`config.mk`:
```
export PLATFORM = sky130hd
export DESIGN_NAME = v3ncd_comb
export DESIGN_NICKNAME = d
export VERILOG_FILES = /design/src/v3ncd_pkg.sv /design/src/v3ncd_comb.sv
export SDC_FILE = /design/constraint.sdc
export NUM_CORES = 1
export LEC_CHECK = 0
export BUFFER_PORTS_ARGS = -buffer_cell sky130_fd_sc_hd__buf_2
export CAP_MARGIN = 20
export CORE_ASPECT_RATIO = 1.2
export CORE_MARGIN = 5
export CORE_UTILIZATION = 35
export DETAILED_ROUTE_END_ITERATION = 8
export GPL_TIMING_DRIVEN = 0
export PLACE_DENSITY = 0.57
export SLEW_MARGIN = 15
export SYNTH_ARGS = -nofsm -noshare
export SYNTH_HDL_FRONTEND = slang
export SYNTH_SLANG_ARGS = --single-unit
```
`constraint.sdc`:
```
create_clock -name clk_i -period 2.4 [get_ports clk_i]
set_input_delay 0 -clock clk_i [delete_from_list [all_inputs] [get_ports clk_i]]
set_output_delay 0 -clock clk_i [all_outputs]
set_load 0.03 [all_outputs]
```
`src/v3ncd_pkg.sv`:
```
// ----------------------------------------------------------------------------
// v3ncd_pkg
// Shared types and constants of the fixed-point vector unit (normalize,
// cross product, dot product).
// ----------------------------------------------------------------------------
package v3ncd_pkg;

  localparam int FRAC_BITS_DEF = 16;
  // One result bit per square-root stage for a 64-bit radicand.
  localparam int SQRT_STAGES   = 32;

  typedef enum logic [1:0] {
    FUNC_NORM  = 2'd0,
    FUNC_CROSS = 2'd1,
    FUNC_DOT   = 2'd2
  } func_e;

  typedef struct packed {
    func_e              func;
    logic signed [31:0] ax;
    logic signed [31:0] ay;
    logic signed [31:0] az;
    logic signed [31:0] bx;
    logic signed [31:0] by;
    logic signed [31:0] bz;
  } item_t;

  typedef struct packed {
    logic signed [31:0] rx;
    logic signed [31:0] ry;
    logic signed [31:0] rz;
    logic               zero_length;
    logic               saturated;
  } result_t;

  // Cross or dot result, finished early and carried along the pipeline.
  typedef struct packed {
    logic signed [31:0] rx;
    logic signed [31:0] ry;
    logic signed [31:0] rz;
    logic               saturated;
  } part_t;

  // Context that travels beside the square-root stages.
  typedef struct packed {
    func_e              func;
    logic               zl;
    logic signed [31:0] ax;
    logic signed [31:0] ay;
    logic signed [31:0] az;
    part_t              part;
  } sq_side_t;

  // Context that travels beside the divider stages.
  typedef struct packed {
    func_e func;
    logic  zl;
    part_t part;
  } dv_side_t;

endpackage

```
`src/v3ncd_comb.sv`:
```
// ----------------------------------------------------------------------------
// v3ncd_comb
// Two stages: exact sums of products, then floor shift and clamp of the
// cross and dot results; also the sum of squares for normalize.
// ----------------------------------------------------------------------------
module v3ncd_comb
  import v3ncd_pkg::*;
#(
  parameter int FRAC_BITS = FRAC_BITS_DEF
) (
  input  logic               clk_i,
  input  logic               rst_ni,
  input  logic               valid_i,
  input  func_e              func_i,
  input  logic signed [31:0] ax_i,
  input  logic signed [31:0] ay_i,
  input  logic signed [31:0] az_i,
  input  logic signed [63:0] prod_i [6],
  output logic               valid_o,
  output logic [63:0]        sq_o,
  output sq_side_t           side_o
);

  localparam logic signed [65:0] S32Max = 66'sd2147483647;
  localparam logic signed [65:0] S32Min = -66'sd2147483648;

  logic signed [65:0] sum_d [3];
  logic signed [65:0] sum_q [3];
  logic [63:0]        sq_d, sq_a_q, sq_b_q;
  logic               valid_a_q, valid_b_q;
  func_e              func_a_q;
  logic signed [31:0] ax_a_q, ay_a_q, az_a_q;
  logic signed [31:0] clamp [3];
  logic [2:0]         sat;
  sq_side_t           side_d, side_q;

  always_comb begin
    sum_d = '{default: '0};
    unique case (func_i)
      FUNC_CROSS: begin
        sum_d[0] = 66'(prod_i[0]) - 66'(prod_i[1]);
        sum_d[1] = 66'(prod_i[2]) - 66'(prod_i[3]);
        sum_d[2] = 66'(prod_i[4]) - 66'(prod_i[5]);
      end
      FUNC_DOT: begin
        sum_d[0] = 66'(prod_i[0]) + 66'(prod_i[1]) + 66'(prod_i[2]);
      end
      default: begin
      end
    endcase
  end

  // Squares are never negative and three of them stay below 2^64.
  assign sq_d = $unsigned(prod_i[0]) + $unsigned(prod_i[1]) + $unsigned(prod_i[2]);

  always_ff @(posedge clk_i or negedge rst_ni) begin
    if (!rst_ni) begin
      valid_a_q <= 1'b0;
      valid_b_q <= 1'b0;
    end else begin
      valid_a_q <= valid_i;
      valid_b_q <= valid_a_q;
    end
  end

  always_ff @(posedge clk_i) begin
    sum_q    <= sum_d;
    sq_a_q   <= sq_d;
    func_a_q <= func_i;
    ax_a_q   <= ax_i;
    ay_a_q   <= ay_i;
    az_a_q   <= az_i;
  end

  // An arithmetic shift of the exact sum is the floor of the quotient.
  for (genvar i = 0; i < 3; i++) begin : g_clamp
    logic signed [65:0] shifted;
    assign shifted = sum_q[i] >>> FRAC_BITS;
    always_comb begin
      sat[i]   = 1'b0;
      clamp[i] = shifted[31:0];
      if (shifted > S32Max) begin
        sat[i]   = 1'b1;
        clamp[i] = S32Max[31:0];
      end else if (shifted < S32Min) begin
        sat[i]   = 1'b1;
        clamp[i] = S32Min[31:0];
      end
    end
  end

  always_comb begin
    side_d.func           = func_a_q;
    side_d.zl             = (func_a_q == FUNC_NORM) && (sq_a_q == '0);
    side_d.ax             = ax_a_q;
    side_d.ay             = ay_a_q;
    side_d.az             = az_a_q;
    side_d.part.rx        = clamp[0];
    side_d.part.ry        = clamp[1];
    side_d.part.rz        = clamp[2];
    side_d.part.saturated = |sat;
  end

  always_ff @(posedge clk_i) begin
    sq_b_q <= sq_a_q;
    side_q <= side_d;
  end

  assign valid_o = valid_b_q;
  assign sq_o    = sq_b_q;
  assign side_o  = side_q;

endmodule

```
Word level (Yosys, flattened, before mapping)
Cells that the tools add are included.
- reduce and logical (&&, ||, !) cells: 4
- order comparisons: 6
- muxes and demuxes: 10
- $add $sub $neg: 7
- eq/ne operators: 2
- operators with widths (cell ; count):
    64-bit by 64-bit subtractor with 65-bit output ; 3
    66-bit case mux with 2 select lines ; 1
    64-bit adder ; 2
    49-bit by 32-bit greater-than comparator with 1-bit output, second input constant ; 2
    49-bit by 32-bit less-than comparator with 1-bit output, second input constant ; 2
    32-bit 2-to-1 mux ; 3
    65-bit by 64-bit adder with 66-bit output ; 1
    64-bit by 64-bit adder with 65-bit output ; 1
    64-bit zero test ; 1
    50-bit by 32-bit greater-than comparator with 1-bit output, second input constant ; 1
    50-bit by 32-bit less-than comparator with 1-bit output, second input constant ; 1
    1-bit 2-to-1 mux ; 6
    3-bit OR reduction ; 1
    2-bit by 1-bit equality test with 1-bit output, second input constant ; 1
    2-bit equality test, second input constant ; 1
    2-bit zero test ; 1
    1-bit logical AND ; 1
- bits of input ports: 485
- word-level logic and storage cells: 49
- bits in registers: 620

Depth between registers and ports, before layout
Gate-level depths: netlist of the first run.
- depth after elaboration: 4
- gate-level depth with buffers: 17
- mapped depth without buffers: 17

Worst setup path after synthesis of the first run
Ideal clock, no wire load.
- kind: input port to flip-flop
- from: in prod_i[193] in the netlist's numbering
- to: reg sum_q, in the netlist g_clamp[0].shifted[43]
- arrival: 3.378 ns
- required time: 2.283 ns
- setup slack: -1.095 ns
- library setup time: 0.117 ns
- stages on the path: 15
- path buffers: 0
- cells stage by stage: fa_1 -> ha_1 -> inv_1 -> fa_1 -> nand2b_1 -> a21oi_1 -> o2111ai_1 -> a31oi_2 -> a311oi_2 -> o21bai_2 -> a2111oi_4 -> o41ai_2 -> a41oi_1 -> xnor2_1 -> a22o_1
- RTL lines (what ; RTL line ; text):
    from (decl) ; v3ncd_comb.sv:18 ; input logic signed [63:0] prod_i [6],
    to (signal assigned) ; v3ncd_comb.sv:67 ; sum_q <= sum_d;
    to (decl) ; v3ncd_comb.sv:28 ; logic signed [65:0] sum_q [3];

==> results of run 1 <==
## metrics by stage
step / power (mW) / hold WS (ns) / instances / setup TNS (ns)
floorplan: 19.5 / -0.296 / 3297 / -22.88
detailed placement: 23.7 / -0.209 / 5164 / -138.01
global route: 37.4 / 0.0156 / 5648 / -36.91
CTS: 35.2 / 0.0000461 / 5613 / -19.58
global placement: 23.6 / -0.214 / 5163 / -156.11
finish: 35.7 / -0.0241 / 5671 / -31.76
## sequential cells by signal, summed over array words and instances, names as in the netlist
register	count
az_a_q	32
side_o	196
g_clamp.shifted	148
valid_o	1
sq_a_q	64
sq_o	64
ay_a_q	32
ax_a_q	32
func_a_q	2
valid_a_q	1
## power by group through the flow
stage / Clock, mW / Combinational, mW / Sequential (mW)
after floorplan: 0 / 5.28 / 14.3
after global placement: 0 / 11.3 / 12.3
after detailed placement: 0 / 11.3 / 12.4
after CTS: 10.0 / 13.0 / 12.2
after global routing: 10.4 / 14.7 / 12.4
final: 9.81 / 13.7 / 12.1
## layout make-up
cell class	count	share of cell area
diodes	26	0.00155
clock buffers	71	0.0375
repair buffers	1134	0.180
multi-input cells	2361	0.430
inverters	256	0.0232
flip-flops and latches	572	0.272
clock inverters	34	0.0126
well taps	1121	0.0333
plain buffers	96	0.0105
## critical path, delay by kind of cell
kind | cells | cell delay [ns]
AOI/OAI and AO/OA | 9 | 1.91
xor gates and xnor gates | 1 | 0.22
adders and majority gates | 3 | 1.07
buffers and inverters | 3 | 0.32
and+or+nand+nor | 1 | 0.16
## logic make-up (layout without fill, tap and decap cells)
family / after synthesis / after routing / synth area share
adder cells (fa/ha/maj): 320 / 320 / 0.154
flip-flops: 572 / 572 / 0.393
multiplexers: 9 / 9 / 0.00313
buffers and inverters: 364 / 1591 / 0.0471
XOR/XNOR: 177 / 177 / 0.0532
other: 0 / 26 / 0
AND/OR/NAND/NOR: 1008 / 1008 / 0.161
AO/OA/AOI/OAI: 847 / 847 / 0.188
## repair_timing
item	CTS	global route
buffers inserted	72	49
pin swaps	95	114
endpoints found under the setup margin	98	115
hold buffers	275	2
hold endpoints to repair	173	2
gates resized for setup	173	147
## worst max path at each step
stage / start / end / slack (ns) / cells past startpoint
floorplan: prod_i[193] / g_clamp[0].shifted[43]$_DFF_P_ / -1.01 / 15
global placement: prod_i[207] / g_clamp[0].shifted[43]$_DFF_P_ / -2.00 / 14
detailed placement: prod_i[207] / g_clamp[0].shifted[43]$_DFF_P_ / -1.94 / 14
CTS: prod_i[321] / g_clamp[0].shifted[45]$_DFF_P_ / -0.60 / 17
global route: prod_i[193] / g_clamp[0].shifted[43]$_DFF_P_ / -0.81 / 17
finish: prod_i[193] / g_clamp[0].shifted[43]$_DFF_P_ / -0.79 / 17
## cells in the final DEF (no fill, tap or decap), drive strengths merged, types with 8 or more instances in the layout
cell           n
xnor2        109
inv          261
o21ai        166
clkinv        15
o31ai         14
fa            65
and3          30
and4           8
xor2          68
nor2b         46
diode         26
or3            8
o21a          32
a21o         137
dlygate4sd3  277
a41oi         18
a31oi         29
a21oi        266
bufinv        11
nor4          38
a211oi        25
dfxtp        570
mux2i          8
a22oi         15
o211ai        13
nor2         413
nand4         53
ha           255
a22o          13
clkbuf       162
nand2b        32
nor3          43
or4            8
nand3         69
o21bai        41
and2          17
nand2        212
buf          862
## layer usage
metal / global-route usage / vias up / wire length (um)
li1: - / 13854 / -
met4: 0.0745 / 46 / 4340
met1: 0.299 / 13515 / 46600
met2: 0.449 / 1071 / 58000
met5: 0 / - / 292
met3: 0.0730 / 243 / 10700
==> impl_results.md, run 1 <==
- Syn avg cell area: 8.84 um^2
- Count leader, synth: dfxtp_1
- Sequential share of the synthesized area: 0.393
- CP Capture Type: register
- WL final: 120,000 um
- Pre-CTS WS: -1.94 ns
- Die Width: 273 um
- Die ar.: 89,100 um^2
- FF-to-FF End: side_o[68]$_SDFF_PP1_
- Yosys warns: 0
- Crit-path cells: buf_8 -> fa_1 -> ha_2 -> inv_2 -> fa_2 -> nand2b_4 -> a21oi_4 -> o2111ai_4 -> a31oi_4 -> a311oi_4 -> o21bai_4 -> a2111oi_4 -> o41ai_4 -> buf_6 -> a41oi_4 -> xnor2_2 -> a22o_1
- Vias per cell: 5.07
- Syn Inst Count: 3,297
- Total grt overflow: 0
- Row count: 116
- Final instance area: 42,100 um^2
- Max incr delay on CP: 0.55 ns
- Synth top area share: 0.392
- DR pass1 iterations: 6
- Top FF cell, synth: dfxtp_1
- FF/Latch Area: 11,500 um^2
- Post-DP Area: 34,800 um^2
- Worst R2R Start: g_clamp[0].shifted[31]$_DFF_P_
- Final hold viol count: 1
- Hold Startpoint: prod_i[85]
- Hold path depth: 6
- Number of synthesized flops with an enable pin: 0
- Post-synth top cells: dfxtp_1 (570), nor2_1 (413), a21oi_1 (264)
- Synthesized net count: 4,102
- Finish-stage setup viols: 77
- CTS H-Tree Depth: 2
- Status: finished with violations
- Top cells by area, synth: dfxtp_1 (39%), ha_1 (11%), nor2_1 (5.3%)
- CTS Buffer Depth: 3
- CTS clock-pin slew for the worst setup and hold paths: 0.06 ns
- Flop pwr share: 0.340
- Number of CTS-inserted buffers: 57
- Max-slew violations: 0
- Worst slew pin tran: 1.17 ns
- Vias in the first global route: 28,765
- Asr flop ratio synth: 0.00350
- RePlAce Congestion: 0.959
- Final ANT Viol Nets: 0
- Core area: 83,000 um^2
- Fillers: 7,829
- Die H: 326 um
- Multi-input logic area: 18,100 um^2
- Wire length of the first global-routing pass: 175,000 um
- Mapped Area: 29,100 um^2
- Min cycle time layout: 3.19 ns
- Initial core utilization: 0.351
- Highest ir drop seen on vdd: 0.594 mV
- 1st-iter DRT viols: 1,869
- Initial antenna violation count: 54
- Crit Path Class: input pin to register
- DP HPWL: 97,000 um
- Worst slew margin: 0.220
- Flops & latches, synth: 572
- Hold Path End: g_clamp[2].shifted[6]$_SDFF_PN0_
- Total Routing Usage GR: 0.254
- WL/cell: 21.2 um
- Internal power: 22.7 mW
- Switch share: 0.364
- PD cells: 848 nW/um^2
- Reg-to-reg slack, setup: 0.27 ns
- Startpoint class of the critical path: input pin
- # port buffers: 745
- Synth cell types: 83
- Final-stage net count: 5,283
- Worst Hold Class: input pin to register
- Worst r2r path cells: 7
- Max-Cap Viols: 0
- Fin crit share: 1.33
- RSZ-0062 raised after global routing: yes
- Clock Latency Late Sink: 0.64 ns
- Required @ worst endpoint: 2.91 ns
- Root buffer cell: clkbuf_16
- Routed via count: 28,729
- DRC viols: 0
- Clk sink count: 572
- Final WS setup: -0.789 ns
- Largest net degree at the start of global routing: 17
- Share of cells above drive strength 1: 0.273
- Area delta synth->final: 44.5%
- Crit path DAT: 3.70 ns
- Clock power share: 0.275
- Failing checks: hold timing, setup timing
- F_max: 0.314 GHz
- Combinational share of power: 0.385
- Ports: 746
- Post-synth top area cell: dfxtp_1
- Crit-path slowest cell: fa_1
- CP max FO: 3
- Final Util: 0.507
- Fin Clk Skew: 0.0555 ns
- Psw: 13.0 mW
- WHS: -0.0241 ns
- Leakage: 19.5 nW
- TritonCTS clock tree: built
Note: power is estimated with default switching activity, not from simulation.
==> run 2, diff against run 1 <==
- PLACE_DENSITY: 0.57 -> not set
- PLACE_DENSITY_LB_ADDON: not set -> 0.12
==> impl_results.md, run 2 (synthesis gave the netlist of run 1 again) <==
- Final-stage net count: 5,215 (-1.3%)
- RSZ-0062 raised after global routing: yes
- DP HPWL: 96,800 um (-0.18%)
- Startpoint class of the critical path: input pin
- Leakage: 19.2 nW (-1.8%)
- Initial core utilization: 0.351 (unchanged)
- # port buffers: 745 (unchanged)
- WL/cell: 20.9 um (-1.2%)
- Max-Cap Viols: 0 (unchanged)
- Clk sink count: 572 (unchanged)
- CTS Buffer Depth: 3 (unchanged)
- Final WS setup: -0.832 ns (-0.0424 ns)
- Vias in the first global route: 28,220 (-1.9%)
- Share of cells above drive strength 1: 0.268 (-0.00526)
- CTS H-Tree Depth: 2 (unchanged)
- CP max FO: 3 (unchanged)
- Fin Clk Skew: 0.0270 ns (-0.0285 ns)
- CP bufs+invs: 3 (unchanged)
- FF/Latch Area: 11,500 um^2 (unchanged)
- Top sig layer: met5
- Final Util: 0.497 (-0.0101)
- Die Width: 273 um (unchanged)
- Finish-stage setup viols: 70 (-9.1%)
- Final ANT Viol Nets: 0 (unchanged)
- WHS: -0.0319 ns (-0.00783 ns)
- Most frequent cells in the layout: buf_2 (725), dfxtp_1 (570), nor2_1 (407), inv_1 (249), a21oi_1 (237)
- Post-DP Area: 34,900 um^2 (about the same)
- Crit path DAT: 3.79 ns (+0.09 ns)
- Initial antenna violation count: 51 (-5.6%)
- DRC viols: 0 (unchanged)
- F_max: 0.309 GHz (-1.3%)
- Highest ir drop seen on vdd: 0.670 mV (+13%)
- Wire length of the first global-routing pass: 170,000 um (-2.6%)
- Die ar.: 89,100 um^2 (unchanged)
- Number of CTS-inserted buffers: 55 (-3.5%)
- Met3 WL: 9730 um (-9.2%)
- Final setup TNS: -28.63 ns (+3.14 ns)
- Core area: 83,000 um^2 (unchanged)
- Final instance area: 41,300 um^2 (-2.0%)
- Pre-CTS WS: -2.04 ns (-0.104 ns)
- Status: finished with violations
- Worst slew margin: 0.325 (+0.105)
- CP Capture Type: register
- Row count: 116 (unchanged)
- PD cells: 845 nW/um^2 (-0.35%)
- Multi-input logic area: 18,000 um^2 (-0.48%)
- DR pass1 iterations: 5 (-1)
- 1st-iter DRT viols: 1,455 (-22%)
- Total grt overflow: 0 (unchanged)
- Total Routing Usage GR: 0.249 (-0.00509)
- Final hold viol count: 2 (+1)
- Crit-path cells: buf_6 -> fa_1 -> ha_2 -> inv_2 -> fa_2 -> nand2b_4 -> a21oi_4 -> o2111ai_4 -> a31oi_4 -> a311oi_4 -> o21bai_4 -> a2111oi_4 -> o41ai_4 -> buf_4 -> a41oi_4 -> xnor2_2 -> a22o_1
- Required @ worst endpoint: 2.96 ns (+0.05 ns)
- Die H: 326 um (unchanged)
- Met1 Wirelength: 45,000 um (-3.5%)
- Crit Path Class: input pin to register
- Clock Latency Late Sink: 0.62 ns (-0.02 ns)
- TritonCTS clock tree: built
- Min cycle time layout: 3.23 ns (+0.0424 ns)
- Root buffer cell: clkbuf_16
- CTS clock-pin slew for the worst setup and hold paths: 0.06 ns (about the same)
- Ports: 746 (unchanged)
- Largest net degree at the start of global routing: 17 (unchanged)
- Metal2 WL: 57,100 um (-1.6%)
- Max incr delay on CP: 0.54 ns (about the same)
- Fin crit share: 1.35 (+0.0177)
- Fillers: 8,195 (+4.7%)
- Area delta synth->final: 41.6%
- Pwr Total: 34.9 mW (-2.3%)
- RePlAce Congestion: 0.940 (-2.0%)
- Commonest non-fill, non-tap cell in the layout: buf_2
- WL final: 117,000 um (-2.5%)
- Routed via count: 27,949 (-2.7%)
- Crit-path slowest cell: fa_1
- Crit path max-delay family: compound AO/OA/AOI/OAI gates
- Worst slew pin tran: 1.01 ns (-0.153 ns)
- Max-slew violations: 0 (unchanged)
- Vias per cell: 4.99 (-1.4%)
- Failing checks: hold timing, setup timing
- Number of flip-flops in the largest register: 196 (unchanged)
- Worst Hold Class: input pin to register
run 2: cell count changes in the layout (fill, tap and decap cells not counted), sizes merged:
cell         before  now
buf             862  841
bufinv           11    9
clkbuf          162  157
clkinv           15   14
clkinvlp          3    8
diode            26   21
dlygate4sd3     277  234
inv             261  260
run 2: path summary, 6_finish.rpt:
check / from / to / slack (ns) / depth (start not counted)
hold reg to reg: ax_a_q[8]$_DFF_P_ / side_o[169]$_DFF_P_ / 0.32 / 0
setup / recovery: prod_i[257] / g_clamp[0].shifted[43]$_DFF_P_ / -0.83 / 17
min in group asynchronous: rst_ni / valid_a_q$_DFF_PN0_ / 0.24 / 3
setup reg to reg: g_clamp[0].shifted[46]$_DFF_P_ / side_o[71]$_SDFF_PP1_ / 0.35 / 7
max in group asynchronous: rst_ni / valid_o$_DFF_PN0_ / 2.04 / 3
hold / removal: prod_i[97] / g_clamp[2].shifted[17]$_SDFF_PN0_ / -0.03 / 4
run 2: cell type report:
type / count / share of cell area
timing repair buffer: 1070 / 0.168
buffer: 94 / 0.0105
multi-input combinational: 2361 / 0.436
antenna: 21 / 0.00127
clock buffer: 68 / 0.0367
inverter: 256 / 0.0236
tap: 1121 / 0.0340
clock inverter: 35 / 0.0117
sequential: 572 / 0.278
run 2: timing repair:
item                                    4_1_cts  5_1_grt
endpoints found under the setup margin       99      109
hold buffers                                233        1
pin swaps                                    75      103
resized for setup                           140      146
hold endpoints to repair                    174        1
setup buffers                                58       35
run 2: worst register-to-register path: stages, from the launching register on:
cell and delay (ns):
dfxtp_1 0.31, or4_1 0.52, nor4_1 0.26, nor2_1 0.17
buf_4 0.22, clkbuf_1 0.21, nor2_1 0.14, nor2_1 0.07
run 2: power breakdown:
part	leakage [nW]	internal, mW	total (mW)	switching (mW)
clock	0.963	5.51	9.35	3.83
sequential	4.79	11.4	12.1	0.657
combinational	13.4	5.12	13.4	8.32
run 2: metrics by stage:
step / instances / hold WS [ns]
final: 5598 / -0.0319
after global routing: 5578 / 0.00662
after CTS: 5558 / 0.000107
after detailed placement: 5166 / -0.214
after global placement: 5163 / -0.214
after floorplan: 3297 / -0.296
run 2: layer usage:
layer,GRT usage,vias up
met4,0.0907,50
li1,-,13706
met2,0.440,930
met5,0,-
met1,0.285,13008
met3,0.0739,255
==> run 3, diff against run 2 <==
- CORE_ASPECT_RATIO: 1.2 -> not set
- CORE_MARGIN: 5 -> 1
==> impl_results.md, run 3 (synthesis gave the netlist of run 1 again) <==
- Startpoint class of the critical path: input pin
- F_max: 0.318 GHz (+2.7%)
- RePlAce Congestion: 0.941 (about the same)
- Total grt overflow: 0 (unchanged)
- Leakage: 19.5 nW (+1.8%)
- Initial core utilization: 0.354 (+0.00332)
- Worst slew margin: 0.286 (-0.0395)
- Total Routing Usage GR: 0.262 (+0.0126)
- Finish-stage setup viols: 71 (+1.4%)
- Crit-path cells: buf_8 -> fa_2 -> ha_4 -> nand4_1 -> buf_4 -> o41ai_2 -> a21o_1 -> a21oi_4 -> o31a_1 -> a2111o_1 -> a31oi_4 -> a211o_4 -> nand4_1 -> mux2_4 -> o211ai_2
- DR pass1 iterations: 5 (unchanged)
- WL/cell: 20.3 um (-2.7%)
- Largest net degree at the start of global routing: 20 (+3)
- Crit-path slowest cell: a2111o_1
- Share of cells above drive strength 1: 0.267 (-0.000574)
- Pwr Total: 34.7 mW (-0.44%)
- Most frequent cells in the layout: buf_2 (731), dfxtp_1 (570), nor2_1 (405), dlygate4sd3_1 (309), inv_1 (250)
- Row count: 105 (-9.5%)
- CP Capture Type: register
- Min cycle time layout: 3.15 ns (-0.0859 ns)
- Final setup TNS: -28.04 ns (+0.588 ns)
- PD cells: 825 nW/um^2 (-2.4%)
- Initial antenna violation count: 34 (-33%)
- CP max FO: 5 (+2)
- Fin Clk Skew: 0.0829 ns (+0.0559 ns)
- Worst r2r path cells: 7 (unchanged)
- Worst Hold Class: input pin to register
- Die ar.: 84,400 um^2 (-5.3%)
- Vias in the first global route: 28,193 (-0.096%)
- Area delta synth->final: 44.5%
- Status: finished with violations
- Number of CTS-inserted buffers: 60 (+9.1%)
- Worst R2R Start: g_clamp[0].shifted[38]$_DFF_P_
- Crit path DAT: 3.73 ns (-0.06 ns)
- DP HPWL: 92,600 um (-4.3%)
- Max incr delay on CP: 0.52 ns (-0.02 ns)
- Max-Cap Viols: 0 (unchanged)
- FF-to-FF End: side_o[72]$_SDFF_PP1_
- Highest ir drop seen on vdd: 0.627 mV (-6.4%)
- WL final: 114,000 um (-2.2%)
- Die H: 291 um (-11%)
- 1st-iter DRT viols: 1,575 (+8.2%)
- Critical path launch point: prod_i[269]
- Crit path capture: g_clamp[0].shifted[42]$_DFF_P_
- Max-slew violations: 0 (unchanged)
- Crit Path Class: input pin to register
- DRC viols: 0 (unchanged)
- Required @ worst endpoint: 2.98 ns (+0.02 ns)
- Fin crit share: 1.31 (-0.0358)
- Vias per cell: 5.05 (+1.1%)
- Reg-to-reg slack, setup: 0.35 ns (about the same)
- CTS clock-pin slew for the worst setup and hold paths: 0.06 ns (about the same)
- Number of flip-flops in the largest register: 196 (unchanged)
- Commonest non-fill, non-tap cell in the layout: buf_2
- Clk sink count: 572 (unchanged)
- Final hold viol count: 1 (-1)
- CTS H-Tree Depth: 2 (unchanged)
- CTS Buffer Depth: 3 (unchanged)
- Hold Startpoint: prod_i[85]
- Final WS setup: -0.746 ns (+0.0859 ns)
- Clock Latency Late Sink: 0.66 ns (+0.04 ns)
- Core area: 82,200 um^2 (-0.94%)
- WHS: -0.0332 ns (-0.00125 ns)
- TritonCTS clock tree: built
- Root buffer cell: clkbuf_16
- RSZ-0062 raised after global routing: yes
- Routed via count: 28,413 (+1.7%)
- Ports: 746 (unchanged)
- Most repeated library cell on the critical path: nand4_1
- Failing checks: hold timing, setup timing
- Final Util: 0.512 (+0.0147)
- Final ANT Viol Nets: 0 (unchanged)
- Wire length of the first global-routing pass: 169,000 um (-0.83%)
- Worst slew pin tran: 1.07 ns (+0.0593 ns)
- Final-stage net count: 5,306 (+1.7%)
- # port buffers: 745 (unchanged)
- Die Width: 291 um (+6.3%)
-- run 3: worst min-delay path by stage --
stage | endpoint | cells after the start | slack, ns
after floorplan | valid_a_q$_DFF_PN0_ | 0 | -0.30
after global placement | valid_o$_DFF_PN0_ | 1 | -0.21
after detailed placement | valid_o$_DFF_PN0_ | 1 | -0.21
after CTS | g_clamp[0].shifted[30]$_DFF_P_ | 4 | 0.001
after global routing | ax_a_q[12]$_DFF_P_ | 2 | 0.001
final | g_clamp[2].shifted[6]$_SDFF_PN0_ | 6 | -0.03
-- run 3: repair_timing --
action	in CTS	in global routing
pin swaps	73	87
endpoints found under the setup margin	91	111
endpoints found under the hold margin	187	1
buffers inserted	68	39
gates resized for setup	165	162
hold buffers	308	1
cloned	0	0
-- run 3: area by class of cell --
class                   instances  area, um^2
fillers                      7914       40100
clock buffers                  83        1710
diodes                         13        32.5
clock inverters                26         256
multi-input cells            2361       18100
well taps                    1070        1340
repair buffers               1154        7780
flip-flops and latches        572       11500
plain buffers                  96         435
inverters                     256         976
-- run 3: stage by stage --
step / cells / area (um^2) / setup WS [ns] / hold slack [ns]
2_1_floorplan: 3297 / 29700 / -1.01 / -0.296
3_3_place_gp: 5112 / 34800 / -1.92 / -0.214
3_5_place_dp: 5113 / 34800 / -1.90 / -0.212
4_1_cts: 5590 / 41200 / -0.661 / 0.00111
5_1_grt: 5622 / 42100 / -0.785 / 0.00127
6_report: 5631 / 42100 / -0.746 / -0.0332
-- run 3: where the power goes --
group	switching, mW	leakage [nW]	internal [mW]	total [mW]
Sequential	0.705	4.79	11.4	12.1
Clock	3.99	0.964	5.12	9.10
Combinational	8.16	13.8	5.31	13.5
-- run 3: worst max-delay path: cells and delay by family --
| family | cells | cell delay [ns] |
|---|---|---|
| muxes | 1 | 0.31 |
| and+or+nand+nor | 2 | 0.31 |
| buffers and inverters | 2 | 0.31 |
| adders and majority gates | 2 | 0.83 |
| AOI/OAI and AO/OA | 8 | 1.96 |
-- run 3: per-layer routing --
layer  GRT usage  vias to the layer above  routed length (um)
li1            -                    13870                   -
met1       0.329                    13324               48100
met2       0.442                      975               53600
met3      0.0610                      204                8820
met4      0.0835                       40                3790
met5           0                        -                 247
